==> config.mk <==
export PLATFORM = sky130hd
export DESIGN_NAME = bsdb_ctrl
export DESIGN_NICKNAME = d
export VERILOG_FILES = /design/src/sv/bsdb_pkg.sv /design/src/sv/bsdb_ctrl.sv
export SDC_FILE = /design/constraint.sdc
export NUM_CORES = 1
export LEC_CHECK = 0
export BUFFER_PORTS_ARGS = -buffer_cell sky130_fd_sc_hd__buf_2
export CORE_ASPECT_RATIO = 1.2
export CORE_MARGIN = 2
export CORE_UTILIZATION = 35
export DETAILED_ROUTE_END_ITERATION = 12
export RECOVER_POWER = 100
export SLEW_MARGIN = 20
export SYNTH_ARGS = -nofsm -noshare
export SYNTH_HDL_FRONTEND = slang
export SYNTH_SLANG_ARGS = --single-unit
export TNS_END_PERCENT = 1
==> constraint.sdc <==
create_clock -name aclk -period 8.3 [get_ports aclk]
set_clock_uncertainty 0.2 [all_clocks]
set_input_delay 0.415 -clock aclk [delete_from_list [all_inputs] [get_ports aclk]]
set_output_delay 0.415 -clock aclk [all_outputs]
set_load 0.02 [all_outputs]
==> src/sv/bsdb_pkg.sv <==
// Shared types and constants for the de Boor B-spline evaluator.
package bsdb_pkg;

    localparam logic [1:0] CMD_KNOT = 2'd0;
    localparam logic [1:0] CMD_CTRL = 2'd1;
    localparam logic [1:0] CMD_EVAL = 2'd2;

    localparam logic [1:0] CFG_DEGREE    = 2'd0;
    localparam logic [1:0] CFG_DIMENSION = 2'd1;
    localparam logic [1:0] CFG_CTRL_CNT  = 2'd2;
    localparam logic [1:0] CFG_TOLERANCE = 2'd3;

    // Blend factor limit, raw value 2^30 (2^14 in Q16.16)
    localparam logic [30:0] A_LIMIT = 31'h4000_0000;

    typedef enum logic [2:0] {
        ST_BLENDED,
        ST_END_POINT,
        ST_BREAK_POINT,
        ST_UNDEFINED,
        ST_MULT_HIGH,
        ST_BAD_CONFIG
    } status_t;

    typedef enum logic [1:0] {
        SRC_ZERO,
        SRC_CTRL,
        SRC_WORK
    } out_src_t;

    typedef struct packed {
        logic [2:0]  degree;
        logic [2:0]  dimension;
        logic [6:0]  ctrl_count;
        logic [15:0] equal_tolerance;
    } cfg_t;

    typedef struct packed {
        logic       take;
        logic       div_start;
        logic       copy_wr;
        logic       blend_mul;
        logic       blend_wr;
        logic       out_load;
        out_src_t   out_src;
        status_t    status;
        logic [1:0] coord_index;
        logic       last;
        logic [6:0] knot_span;
        logic [6:0] multiplicity;
    } dp_cmd_t;

    typedef struct packed {
        logic knot_eq;
        logic knot_lt;
        logic div_busy;
        logic div_done;
        logic out_free;
    } dp_stat_t;

endpackage

==> src/sv/bsdb_ctrl.sv <==
// Controller: request decode, knot search, case selection and blend sequencing.
module bsdb_ctrl
    import bsdb_pkg::*;
#(
    parameter int MAX_DEGREE = 7,
    parameter int MAX_CTRL   = 64,
    parameter int MAX_DIM    = 4,
    localparam int KNOT_DEPTH = MAX_CTRL + MAX_DEGREE + 1,
    localparam int CTRL_DEPTH = MAX_CTRL * MAX_DIM,
    localparam int WORK_DEPTH = (MAX_DEGREE + 1) * MAX_DIM,
    localparam int KAW = $clog2(KNOT_DEPTH),
    localparam int CAW = $clog2(CTRL_DEPTH),
    localparam int WAW = $clog2(WORK_DEPTH),
    localparam int KW  = $clog2(KNOT_DEPTH + 1),
    localparam int IW  = KW + 2,
    localparam int HW  = $clog2(MAX_DEGREE + 1)
)(
    input  logic           aclk,
    input  logic           aresetn,
    input  logic           s_tvalid,
    output logic           s_tready,
    input  logic [1:0]     in_cmd,
    input  cfg_t           cfg,
    input  dp_stat_t       stat,
    output dp_cmd_t        cmd,
    output logic [KAW-1:0] knot_addr_a,
    output logic [KAW-1:0] knot_addr_b,
    output logic [CAW-1:0] ctrl_addr,
    output logic [WAW-1:0] work_addr_a,
    output logic [WAW-1:0] work_addr_b,
    output logic [WAW-1:0] work_waddr
);

    typedef enum logic [3:0] {
        S_IDLE, S_SRCH, S_DECIDE, S_ONE,
        S_PT_RD, S_PT_WR, S_CP_RD, S_CP_WR,
        S_BL_KN, S_BL_DS, S_BL_DW, S_BL_RD,
        S_BL_MUL, S_BL_WR, S_OUT_RD, S_OUT_WR
    } state_t;

    state_t                state_reg, state_next;
    logic signed [IW-1:0]  kc_reg, kc_next;
    logic [KW-1:0]         s_reg, s_next;
    logic signed [IW-1:0]  fst_reg, fst_next, lst_reg, lst_next;
    logic signed [IW-1:0]  pt_reg, pt_next, i_reg, i_next;
    logic [HW-1:0]         h_reg, h_next, r_reg, r_next, j_reg, j_next;
    logic [2:0]            c_reg, c_next;
    status_t               status_reg, status_next;

    logic signed [IW-1:0]  deg_s, n_s, nk_s, s_s, order_s, f_s, l_s, jb;
    logic                  bad_cfg, take, c_last;

    always_comb begin
        deg_s   = IW'(cfg.degree);
        n_s     = IW'(cfg.ctrl_count);
        nk_s    = n_s + deg_s + IW'(1);
        s_s     = IW'(s_reg);
        order_s = deg_s + IW'(1);
        jb      = i_reg - fst_reg;
        c_last  = c_reg == cfg.dimension - 3'd1;
        take    = s_tvalid && state_reg == S_IDLE;
        bad_cfg = cfg.dimension == 3'd0 || 32'(cfg.dimension) > MAX_DIM ||
                  cfg.ctrl_count == 7'd0 || 32'(cfg.ctrl_count) > MAX_CTRL ||
                  32'(cfg.degree) > MAX_DEGREE || {4'b0, cfg.degree} >= cfg.ctrl_count;
        f_s = '0;
        l_s = '0;

        state_next  = state_reg;
        kc_next     = kc_reg;
        s_next      = s_reg;
        fst_next    = fst_reg;
        lst_next    = lst_reg;
        pt_next     = pt_reg;
        i_next      = i_reg;
        h_next      = h_reg;
        r_next      = r_reg;
        j_next      = j_reg;
        c_next      = c_reg;
        status_next = status_reg;

        cmd              = '0;
        cmd.take         = take;
        cmd.out_src      = SRC_ZERO;
        cmd.status       = status_reg;
        cmd.coord_index  = 2'(c_reg);
        cmd.last         = c_last;
        cmd.knot_span    = kc_reg[IW-1] ? 7'd0 : 7'(kc_reg);
        cmd.multiplicity = 7'(s_reg);

        case (state_reg)
            S_IDLE: begin
                if (take && in_cmd == CMD_EVAL) begin
                    kc_next = '0;
                    s_next  = '0;
                    if (bad_cfg) begin
                        status_next = ST_BAD_CONFIG;
                        state_next  = S_ONE;
                    end else begin
                        state_next = S_SRCH;
                    end
                end
            end
            S_SRCH: begin
                if (stat.knot_eq) begin
                    s_next = s_reg + KW'(1);
                end
                if (!stat.knot_eq && stat.knot_lt) begin
                    kc_next    = kc_reg - IW'(1);
                    state_next = S_DECIDE;
                end else if (kc_reg == nk_s - IW'(1)) begin
                    state_next = S_DECIDE;
                end else begin
                    kc_next = kc_reg + IW'(1);
                end
            end
            S_DECIDE: begin
                c_next = '0;
                j_next = '0;
                if (s_s > order_s) begin
                    status_next = ST_MULT_HIGH;
                    state_next  = S_ONE;
                end else if (s_s == order_s) begin
                    f_s        = kc_reg - s_s;
                    state_next = S_PT_RD;
                    if (f_s < 0) begin
                        pt_next     = '0;
                        status_next = ST_END_POINT;
                    end else if (f_s + IW'(1) >= n_s) begin
                        pt_next     = f_s;
                        status_next = ST_END_POINT;
                    end else begin
                        pt_next     = f_s + IW'(1);
                        status_next = ST_BREAK_POINT;
                    end
                end else begin
                    f_s = kc_reg - deg_s;
                    l_s = kc_reg - s_s;
                    if (f_s < 0 || l_s >= n_s) begin
                        status_next = ST_UNDEFINED;
                        state_next  = S_ONE;
                    end else begin
                        status_next = ST_BLENDED;
                        fst_next    = f_s;
                        lst_next    = l_s;
                        h_next      = HW'(deg_s - s_s);
                        state_next  = S_CP_RD;
                    end
                end
            end
            S_ONE: begin
                cmd.coord_index = '0;
                cmd.last        = 1'b1;
                if (stat.out_free) begin
                    cmd.out_load = 1'b1;
                    state_next   = S_IDLE;
                end
            end
            S_PT_RD: state_next = S_PT_WR;
            S_PT_WR: begin
                cmd.out_src = SRC_CTRL;
                if (stat.out_free) begin
                    cmd.out_load = 1'b1;
                    c_next       = c_reg + 3'd1;
                    state_next   = c_last ? S_IDLE : S_PT_RD;
                end
            end
            S_CP_RD: state_next = S_CP_WR;
            S_CP_WR: begin
                cmd.copy_wr = 1'b1;
                state_next  = S_CP_RD;
                c_next      = c_reg + 3'd1;
                if (c_last) begin
                    c_next = '0;
                    j_next = j_reg + HW'(1);
                    if (j_reg == h_reg) begin
                        r_next     = HW'(1);
                        i_next     = lst_reg;
                        state_next = (h_reg == '0) ? S_OUT_RD : S_BL_KN;
                    end
                end
            end
            S_BL_KN: state_next = S_BL_DS;
            S_BL_DS: begin
                cmd.div_start = 1'b1;
                state_next    = S_BL_DW;
            end
            S_BL_DW: begin
                if (stat.div_done) begin
                    c_next     = '0;
                    state_next = S_BL_RD;
                end
            end
            S_BL_RD:  state_next = S_BL_MUL;
            S_BL_MUL: begin
                cmd.blend_mul = 1'b1;
                state_next    = S_BL_WR;
            end
            S_BL_WR: begin
                cmd.blend_wr = 1'b1;
                c_next       = c_reg + 3'd1;
                state_next   = S_BL_RD;
                if (c_last) begin
                    c_next     = '0;
                    i_next     = i_reg - IW'(1);
                    state_next = S_BL_KN;
                    // step to the next level of the triangle
                    if (i_reg - IW'(1) < fst_reg + IW'(r_reg)) begin
                        i_next = lst_reg;
                        r_next = r_reg + HW'(1);
                        if (r_reg == h_reg) begin
                            state_next = S_OUT_RD;
                        end
                    end
                end
            end
            S_OUT_RD: state_next = S_OUT_WR;
            S_OUT_WR: begin
                cmd.out_src = SRC_WORK;
                if (stat.out_free) begin
                    cmd.out_load = 1'b1;
                    c_next       = c_reg + 3'd1;
                    state_next   = c_last ? S_IDLE : S_OUT_RD;
                end
            end
            default: state_next = S_IDLE;
        endcase

        knot_addr_a = (state_reg == S_IDLE) ? '0 :
                      (state_reg == S_SRCH) ? KAW'(kc_reg + IW'(1)) : KAW'(i_reg);
        knot_addr_b = KAW'(i_reg + deg_s - IW'(r_reg) + IW'(1));
        if (state_reg == S_PT_RD || state_reg == S_PT_WR) begin
            ctrl_addr = CAW'(32'(pt_reg) * MAX_DIM + 32'(c_reg));
        end else begin
            ctrl_addr = CAW'((32'(fst_reg) + 32'(j_reg)) * MAX_DIM + 32'(c_reg));
        end
        if (state_reg == S_OUT_RD || state_reg == S_OUT_WR) begin
            work_addr_a = WAW'(32'(h_reg) * MAX_DIM + 32'(c_reg));
        end else begin
            work_addr_a = WAW'((32'(jb) - 1) * MAX_DIM + 32'(c_reg));
        end
        work_addr_b = WAW'(32'(jb) * MAX_DIM + 32'(c_reg));
        work_waddr  = (state_reg == S_CP_WR) ? WAW'(32'(j_reg) * MAX_DIM + 32'(c_reg))
                                             : work_addr_b;
    end

    always_ff @(posedge aclk) begin
        if (!aresetn) begin
            state_reg  <= S_IDLE;
            kc_reg     <= '0;
            s_reg      <= '0;
            fst_reg    <= '0;
            lst_reg    <= '0;
            pt_reg     <= '0;
            i_reg      <= '0;
            h_reg      <= '0;
            r_reg      <= '0;
            j_reg      <= '0;
            c_reg      <= '0;
            status_reg <= ST_BLENDED;
        end else begin
            state_reg  <= state_next;
            kc_reg     <= kc_next;
            s_reg      <= s_next;
            fst_reg    <= fst_next;
            lst_reg    <= lst_next;
            pt_reg     <= pt_next;
            i_reg      <= i_next;
            h_reg      <= h_next;
            r_reg      <= r_next;
            j_reg      <= j_next;
            c_reg      <= c_next;
            status_reg <= status_next;
        end
    end

    assign s_tready = state_reg == S_IDLE;

    a_load_free: assert property (@(posedge aclk) disable iff (!aresetn)
        cmd.out_load |-> stat.out_free)
        else $error("result loaded over an unsent result");

    a_div_idle: assert property (@(posedge aclk) disable iff (!aresetn)
        cmd.div_start |-> !stat.div_busy)
        else $error("divider restarted while busy");

    a_mult_bound: assert property (@(posedge aclk) disable iff (!aresetn)
        state_reg == S_DECIDE |-> s_s <= kc_reg + IW'(1))
        else $error("multiplicity exceeds knots searched");

endmodule
==> impl_results.md, run 1 <==
* Largest net degree at the start of global routing at 33
* Syn_nets at 1027
* Setup crit start kind: register
* Number of fill cells at 2114
* Util after Layout at 0.395
* Maxcap violations at 1
* Placed instance count at 1202
* Worst path max stage delay at 1.20 ns
* Reg2Reg Depth at 16
* Post-synthesis cell type count at between 70 and 80
* Flop2flop setup slack at 2.96 ns
* Cts bufs inserted at 9
* Tmin final at 5.34 ns
* Pins over their slew limit at 33
* Routed len/inst at between 15 and 20 um
* Clk root buf: clkbuf_16
* CTS tree: built
* Die Ht at 158 um
* WHS Path Cells at 2
* Crit-path slowest cell: clkbuf_1
* Leakage power at 3.32 nW
* Initial antenna violation count at 0
* Worst VDD drop at 0.121 mV
* Number of global-route vias before repair at around 5800
* Top cell type's share of synthesized area at 0.197
* Pwr dens at 266 nW/um^2
* # IOs at 105
* #FFs+latches synth at 68
* Post-Synthesis Cells at 894
* Vias/cell at between 5 and 6
* Multi-input gate area at 5090 um^2
* Multiplexer area fraction after synthesis at 0.0373
* Sequential area share after synthesis at 0.197
* First-pass GRT wire length at 30900 um
* Max Freq at 0.187 GHz
* Avg Cell Area, Syn at 7.73 um^2
* 1st-iter DRT viols at 345
* Register Area at between 1000 and 1500 um^2
* Port Buffers at 87
* CP most frequent cell: nor2_1
* Top FF cell, synth: dfxtp_1
* DP Area at 7510 um^2
* Post-synthesis xor/xnor area fraction at 0.120
* Final Hold Violating Endpoints at 0
* Die area at 20900 um^2
* Post-Syn Area at 6910 um^2
* Layout cells sized above 1 at 0.0596
* Slew HR at -0.0950
* Final setup viols at 0
* Status: finished, violations left
* Asr flop ratio synth at 0
* Clock latency on the worst-skew pair at 0.34 ns
* Largest family of logic cells by synthesized area: simple AND/OR/NAND/NOR gates
* Routed WL at slightly below 20000 um
* Post-synth EDFFs at 0
* DRC Markers at 0
* Fin area at 7690 um^2
* Setup Fix Bufs, Post-CTS at 0
* Drt first pass iters at 5
* Data arrival, critical path at 5.35 ns
* Top cells by area, synth: dfxtp_1, ha_1, xnor2_1
* Worst-Margin Slew at 1.64 ns
* RSZ-0062 raised after global routing: false
* Post-synthesis adder-cell area fraction at 0.181
* Fin Setup TNS at 0 ns
* Ys Warns at 0
* Largest area contributor in the netlist: dfxtp_1
* Clock transition at the registers of the reported paths at about 0.060 ns
* Via count at 6378
* Total GRT Usage at 0.187
* Antenna diode count at 0
* Max Root-Sink Buffers at 2
* Clk sinks at 68
* Crit Path Category: reg -> reg
* Nets@finish at 1085
* Hpwl dp at 15600 um
* CP required at 8.31 ns
* GRT overflow at 0
* Cts hold-fix bufs at 0
* Compound-Gate Fraction of Synth Area at 0.181
* Pre-CTS setup slack at roughly 4 ns
* Failing checks: max-capacitance violations, max-slew violations
* Initial Util at 0.355
* Row count at 56
* Total power at 2.04 mW
* Post-route ant nets at 0
* Worst hold path class: reg -> reg
* H-tree depth at 3
* # resized after CTS at 0
* Final Non-Filler Cells at 1218
* CP Cell Sequence: inv_1 -> ha_1 -> inv_1 -> fa_1 -> a211oi_1 -> nor2_1 -> o211ai_2 -> ha_1 -> o21ai_0 -> nor3_1 -> nor2_1 -> a2bb2oi_1 -> nor3_4 -> clkbuf_1 -> mux2i_1 -> nor2_1
* RD Place Congestion at 0.900
* Simple-gate portion of the synthesized area at 0.217
* Worst hold margin at 0.248 ns
* Die Wd at 132 um
* Top-count cell post-synth: nor2_1
* Core Region at a little under 20000 um^2
* Synth top cells by count: nor2_1, ha_1, dfxtp_1
* CP Capture Type: register
* Crit path max fanout at 32
* Final worst-path cycle share at 0.644
* Min setup slack post-route at roughly 3.0 ns
* Area growth syn-to-layout at 11.3%
cells in the final DEF, fill, tap and decap left out, types with 10 or more instances in the layout:
master	n
nand3_1	32
ha_1	84
nand2_1	61
xnor2_1	49
nand2b_1	16
or3_1	13
buf_2	20
inv_1	65
a21o_1	14
a21oi_1	55
a31oi_1	11
o21ai_0	37
nor3_1	22
nor2b_1	15
nor2_1	109
dfxtp_1	68
a211oi_1	20
fa_1	10
xor2_1	39
mux2i_1	19
clkbuf_1	68
cells by family after synthesis:
| group | Yosys count |
|---|---|
| multiplexers | 25 |
| adder cells (fa/ha/maj) | 94 |
| buffers and inverters | 112 |
| flip-flops | 68 |
| AO/OA/AOI/OAI | 192 |
| XOR/XNOR | 91 |
| AND/OR/NAND/NOR | 312 |
critical path, delay by kind of cell (launching register included):
kind,cells,cell delay [ns]
flip-flops,1,0.42
AO/OA/AOI/OAI,4,1.15
buffers and inverters,3,1.46
adder cells (fa/ha/maj),3,0.95
multiplexers,1,0.30
AND/OR/NAND/NOR,5,0.70
final timing paths:
kind / from / end
worst min register to register: fst_reg[8] / fst_reg[8]
worst min-delay path: fst_reg[8] / fst_reg[8]
worst max-delay path: kc_reg[0] / lst_reg[4]
worst max register to register: kc_reg[0] / lst_reg[4]
layer usage:
| layer | GRT usage | share of wire | up-vias |
|---|---|---|---|
| li1 | - | - | 3223 |
| met1 | 0.234 | 0.45 | 2982 |
| met2 | 0.335 | 0.49 | 148 |
| met3 | 0.0263 | 0.039 | 25 |
| met4 | 0.0584 | 0.023 | 0 |
| met5 | 0 | 0 | - |
cell type report:
| type | count | share of cell area |
|---|---|---|
| Inverter | 67 | 0.0327 |
| Sequential cell | 68 | 0.177 |
| Timing Repair Buffer | 92 | 0.0501 |
| Multi-Input combinational cell | 714 | 0.662 |
| Clock inverter | 6 | 0.00504 |
| Clock buffer | 10 | 0.0311 |
| Tap cell | 261 | 0.0425 |
power by group:
part           internal (mW)  switching (mW)  leakage, nW
Clock                  0.210           0.154        0.135
Sequential             0.372          0.0856        0.550
Combinational          0.459           0.763         2.63
Total                   1.04            1.00         3.32
(Power assumes the default switching activity.)
==> inputs of run 2 (changes only) <==
- ABC_AREA: default -> 1
- clock period: 8.3 -> 4.5 ns (I/O delays scaled with it)
==> run 2 against run 1 <==
  * The flow now finishes without violations
  * Utilization increased by 0.15 points
  * Flip-flop and latch count did not move
  * Die area up 3.7%
  * Synthesized area grew 3.8%
  * Register-to-register slack got worse by 2.4 ns
  * Global-route usage grew 1.6 points
  * Hold slack got worse by 0.20 ns
  * Maximum frequency rose by 36%
  * Count of clock-buffer cells in the layout rose by 1
  * Cell count increased by 19%
  * Critical path type unchanged
  * Highest routed layer unchanged
==> impl_results.md, run 2 <==
* Status: completed
* Max Freq at 0.255 GHz
* Clock transition at the registers of the reported paths at 0.07 ns
* CP Capture Type: register
* Clk sinks at 68
* H-tree depth at 3
* Most common cell after layout, fill and taps aside: nand2_1
* 1st-iter DRT viols at 522
* GRT overflow at 0
* Layout cells sized above 1 at 0.0635
* # resized after CTS at 0
* Drt first pass iters at 5
* RSZ-0062 raised after global routing: false
* # IOs at 105
* Reg2Reg Depth at 20
* Routed WL at 21900 um
* First-pass GRT wire length at 34700 um
* CP most frequent cell: nand2_1
* Fin Setup TNS at 0 ns
* Vias/cell at between 5 and 6
* Hold Path Origin: in_cmd[1]
* GRT Max-Usage Layer: met2
* Area growth syn-to-layout at 11.5%
* RR Startpoint: s_reg[0]
* Commonest non-fill, non-tap cells in the layout: nand2_1, inv_1, nor2_1, nand3_1
* Final Hold Violating Endpoints at 0
* Nets@finish at 1309
* Setup crit start kind: register
* Met2 Usage GRT at 0.358
* Top FF cell, synth: dfxtp_1
* Flop2flop setup slack at 0.58 ns
* Hold EP: s_reg[2]
* Crit-path slowest cell: fa_1
* Cts hold-fix bufs at 1
* Ys Warns at 0
* Data arrival, critical path at 3.97 ns
* Clock latency on the worst-skew pair at 0.34 ns
* Worst VDD drop at 0.236 mV
* Top cell type's share of synthesized area at 0.190
* Largest net degree at the start of global routing at between 40 and 50
* Maxcap violations at 0
* Final setup viols at 0
* M1 GR Usage at 0.253
* Tmin final at 3.92 ns
* #FFs+latches synth at approximately 70
* Hpwl dp at 17700 um
* Total GRT Usage at 0.203
* Initial antenna violation count at 0
* Syn_nets at around 1200
* Asr flop ratio synth at 0
* Post-synth EDFFs at 0
* Pwr dens at 522 nW/um^2
* Slew HR at 0.285
* Port Buffers at 87
* CTS tree: built
* Core Region at 20200 um^2
* Via count at slightly above 7000
* Antenna diode count at 0
* Post-Syn Area at about 7200 um^2
* Worst hold path class: in -> reg
* CP Cell Sequence: ha_1 -> inv_1 -> fa_1 -> ha_1 -> nand2_1 -> nor2_4 -> xor2_1 -> inv_1 -> ha_1 -> a21oi_1 -> o211ai_1 -> nand3_1 -> nand2_1 -> nor2_1 -> nand2_1 -> nand2_4 -> nand2_1 -> nand2_1 -> nand2_1 -> a21oi_1
* Crit Path Category: reg -> reg
* Cts bufs inserted at 9
* Pins over their slew limit at 0
* Worst-Margin Slew at about 1.1 ns
* Die Ht at ~160 um
* Post-Synthesis Cells at 1101
* Largest area contributor in the netlist: dfxtp_1
* Initial Util at 0.356
* Top-count cell post-synth: nand2_1
* GR Layer Usage met3 at 0.0357
* Synth top cells by count: nand2_1, inv_1, nor2_1
* Total power at 4.18 mW
* Setup Fix Bufs, Post-CTS at 0
* Worst hold margin at slightly above 0.05 ns
* Crit path max fanout at 7
* DRC Markers at 0
* Die Wd at 135 um
* Top cells by area, synth: dfxtp_1, ha_1, nand2_1
* Row count at 57
* Crit Reg-Reg Endpoint: status_reg[1]
* CP required at between 4 and 5 ns
* Die area at 21700 um^2
* Sequential area share after synthesis at 0.190
* Leakage power at roughly 3.9 nW
* Post-route ant nets at 0
* Avg Cell Area, Syn at 6.52 um^2
* Clk root buf: clkbuf_16
* WHS Path Cells at 4
* Post-synthesis cell type count at 47
* RD Place Congestion at 0.924
* Max Root-Sink Buffers at 2
* Routed len/inst at 15.1 um
* Number of global-route vias before repair at approximately 6700
* Final worst-path cycle share at 0.871
* Worst path max stage delay at 0.62 ns
==> run 2: cell types whose count changed in the layout (fill, tap and decap cells not counted), sizes merged, moves of 13 or more <==
cell / previous run / this run
nand3: 32 / 99
a21o: 14 / 1
o21ai: 38 / 54
a211oi: 20 / 6
nand2: 61 / 235
nand2b: 16 / 0
mux2i: 19 / 0
inv: 68 / 165
nor2: 109 / 129
or3: 13 / 0
nor2b: 15 / 0
xnor2: 50 / 18
a21oi: 55 / 86
==> run 2: per-stage QoR <==
stage,area [um^2],instances,worst slack (ns),utilization
after CTS,8170,1446,0.617,0.405
after global routing,8000,1446,0.177,0.396
after floorplan,7180,1101,1.08,-
after global placement,7830,1429,0.682,0.388
after detailed placement,7830,1429,0.626,0.388
final,8000,1446,0.580,0.396
==> run 2: worst max path at each step <==
| stage | from | end | slack, ns | cells past startpoint |
|---|---|---|---|---|
| finish | s_reg[0] | status_reg[1] | 0.58 | 20 |
| global route | s_reg[2] | status_reg[1] | 0.18 | 24 |
| CTS | r_reg[0] | i_reg[8] | 0.62 | 17 |
| detailed placement | r_reg[0] | i_reg[8] | 0.63 | 17 |
| global placement | s_reg[0] | status_reg[1] | 0.68 | 20 |
| floorplan | s_reg[0] | status_reg[1] | 1.08 | 20 |
==> run 2: per-layer routing <==
layer / up-vias / share of wire
li1: 3704 / -
met1: 3341 / 0.44
met2: 199 / 0.49
met3: 26 / 0.050
met4: 0 / 0.017
met5: - / 0
==> run 2: cell type report <==
| cell class | count | area [um^2] |
|---|---|---|
| Multi-Input combinational cell | 834 | 4940 |
| Clock buffer | 11 | 243 |
| Tap cell | 265 | 332 |
| Timing Repair Buffer | 95 | 408 |
| Inverter | 168 | 632 |
| Sequential cell | 68 | 1360 |
| Clock inverter | 5 | 85.1 |
| Fill cell | 2216 | 12200 |
==> run 2: worst max-delay path, delay by kind of cell (launching register included) <==
family	cells	cell delay, ns
AOI/OAI and AO/OA	3	0.37
buffers and inverters	2	0.15
adders and majority gates	4	1.34
and+or+nand+nor	10	1.11
xor gates and xnor gates	1	0.19
DFF	1	0.47
==> run 2: where the power goes <==
part / switching [mW] / internal, mW
clock network: 0.282 / 0.503
logic: 1.77 / 0.802
registers: 0.125 / 0.690
total: 2.18 / 1.99
==> run 2: logic make-up after synthesis <==
kind of cell,Yosys count,synth area share
adders and majority gates,94,0.174
DFF,68,0.190
AOI/OAI and AO/OA,168,0.130
xor gates and xnor gates,67,0.0818
muxes,2,0.00314
and+or+nand+nor,503,0.310
buffers and inverters,199,0.111
==> inputs of run 3 (changes only) <==
- CELL_PAD_IN_SITES_DETAIL_PLACEMENT: default -> 1
- CELL_PAD_IN_SITES_GLOBAL_PLACEMENT: default -> 1
- PLACE_DENSITY_LB_ADDON: default -> 0.1
==> run 3 against run 2 <==
  * Die area is the same
  * Critical path type unchanged
  * Design area is essentially flat
  * Combinational power grew 4%
  * Global-route usage grew 3.5 points
  * Cell count is essentially flat
  * Maximum frequency shrank 0.98%
  * Largest power group unchanged
  * Sequential power is essentially flat
  * Count of clock-buffer cells in the layout is the same
  * Wire length grew 15%
  * Power grew 2.1%
  * Utilization is essentially flat
==> impl_results.md, run 3 (synthesis gave the netlist of run 2 again) <==
* Status: completed
* Pins over their slew limit at 0
* Crit path max fanout at 6
* Clock transition at the registers of the reported paths at roughly 0.060 ns
* Cts hold-fix bufs at 0
* Worst hold margin at 0.0265 ns
* Number of fill cells at 2741
* RD Place Congestion at 0.942
* Maxcap violations at 0
* RSZ-0062 raised after global routing: false
* Tmin final at 3.96 ns
* Initial antenna violation count at 1
* Crit Path Category: reg -> reg
* Number of global-route vias before repair at ~7600
* Fin Setup TNS at 0 ns
* Antenna diode count at 0
* Row count at 57
* Largest net degree at the start of global routing at 42
* Final worst-path cycle share at 0.880
* Pint at 2.00 mW
* Final Hold Violating Endpoints at 0
* Routed len/inst at 17.4 um
* CTS tree: built
* Worst VDD drop at 0.233 mV
* First-pass GRT wire length at 40300 um
* GRT overflow at 0
* Fin area at ~8000 um^2
* Max Root-Sink Buffers at 2
* DP Area at 7860 um^2
* Data arrival, critical path at 4.01 ns
* Clk sinks at 68
* Clock latency on the worst-skew pair at 0.34 ns
* DRC Markers at 0
* Clk root buf: clkbuf_16
* Die Ht at 161 um
* Reg power frac at 0.191
* Die Wd at 135 um
* Max Freq at ~0.25 GHz
* Area growth syn-to-layout at 11.5%
* Worst hold path class: in -> reg
* Nets@finish at 1310
* Worst-Margin Slew at 0.827 ns
* 1st-iter DRT viols at 329
* Commonest non-fill, non-tap cells in the layout: nand2_1, inv_1, nor2_1, nand3_1
* # IOs at 105
* Setup Fix Bufs, Post-CTS at 0
* Vias/cell at 5.08
* Final setup viols at 0
* # resized after CTS at 0
* Layout cells sized above 1 at 0.0660
* Total GRT Usage at 0.238
* CP required at 4.55 ns
* Initial Util at 0.356
* CP Capture Type: register
* Die area at 21700 um^2
* Hpwl dp at just over 20000 um
* Core Region at 20200 um^2
* Routed WL at 25200 um
* Logic pwr share at 0.627
* Psw at approximately 2.3 mW
* Port Buffers at 87
* Leakage power at 3.90 nW
* Post-route ant nets at 0
* Most common cell after layout, fill and taps aside: nand2_1
* Slew HR at 0.447
* H-tree depth at 3
* Via count at 7354
* Pwr dens at ~530 nW/um^2
* Clk network pwr share at 0.182
* Cts bufs inserted at 9
* Switching Share at 0.530
* Drt first pass iters at 4
* Setup crit start kind: register
==> run 3: metal layers <==
layer | GRT usage | vias up | share of wire | wire length (um)
met5 | 0 | - | 0 | 0
li1 | - | 3704 | - | -
met4 | 0.0919 | 0 | 0.037 | 931
met3 | 0.0322 | 40 | 0.034 | 862
met2 | 0.409 | 123 | 0.49 | 12300
met1 | 0.299 | 3487 | 0.44 | 11000
==> run 3: final timing paths <==
check / cells after the start / endpoint / start / slack, ns
max: 16 / r_reg[2] / r_reg[0] / 0.54
min reg2reg: 2 / fst_reg[8] / fst_reg[8] / 0.27
min: 4 / state_reg[2] / stat[0] / 0.03
max reg2reg: 16 / r_reg[2] / r_reg[0] / 0.54
==> run 3: worst max-delay path, stage by stage, from the launching register on <==
cell,delay [ns]
dfxtp_1,0.51
ha_1,0.23
inv_1,0.06
fa_1,0.39
o21ai_0,0.32
nand3_1,0.18
nor3_1,0.25
xnor2_1,0.16
ha_1,0.26
a21oi_1,0.14
o21a_1,0.14
nand3_1,0.17
o21ai_0,0.25
nand2_1,0.17
nor2_1,0.17
o22ai_1,0.09
a211oi_1,0.18
==> run 3: power groups by stage <==
stage | clock network (mW) | logic (mW) | registers [mW]
finish | 0.777 | 2.68 | 0.812
global route | 0.826 | 3.04 | 0.824
CTS | 0.800 | 2.81 | 0.813
detailed placement | 0 | 2.79 | 0.825
global placement | 0 | 2.75 | 0.824
floorplan | 0 | 2.02 | 0.801
==> run 3: stage by stage <==
step | cells | setup slack (ns) | total power, mW | util
5_1_grt | 1447 | 0.121 | 4.69 | 0.396
3_5_place_dp | 1431 | 0.588 | 3.61 | 0.389
6_report | 1447 | 0.541 | 4.26 | 0.396
4_1_cts | 1447 | 0.562 | 4.42 | 0.405
2_1_floorplan | 1101 | 1.08 | 2.82 | -
3_3_place_gp | 1431 | 0.638 | 3.58 | 0.389
==> run 3: final cells by class <==
cell class / instances / area (um^2) / share of cell area
clock inverter: 5 / 75.1 / 0.00939
tap: 265 / 332 / 0.0415
multi-input combinational: 834 / 4930 / 0.616
sequential: 68 / 1360 / 0.170
inverter: 168 / 632 / 0.0790
timing repair buffer: 96 / 428 / 0.0535
clock buffer: 11 / 243 / 0.0303
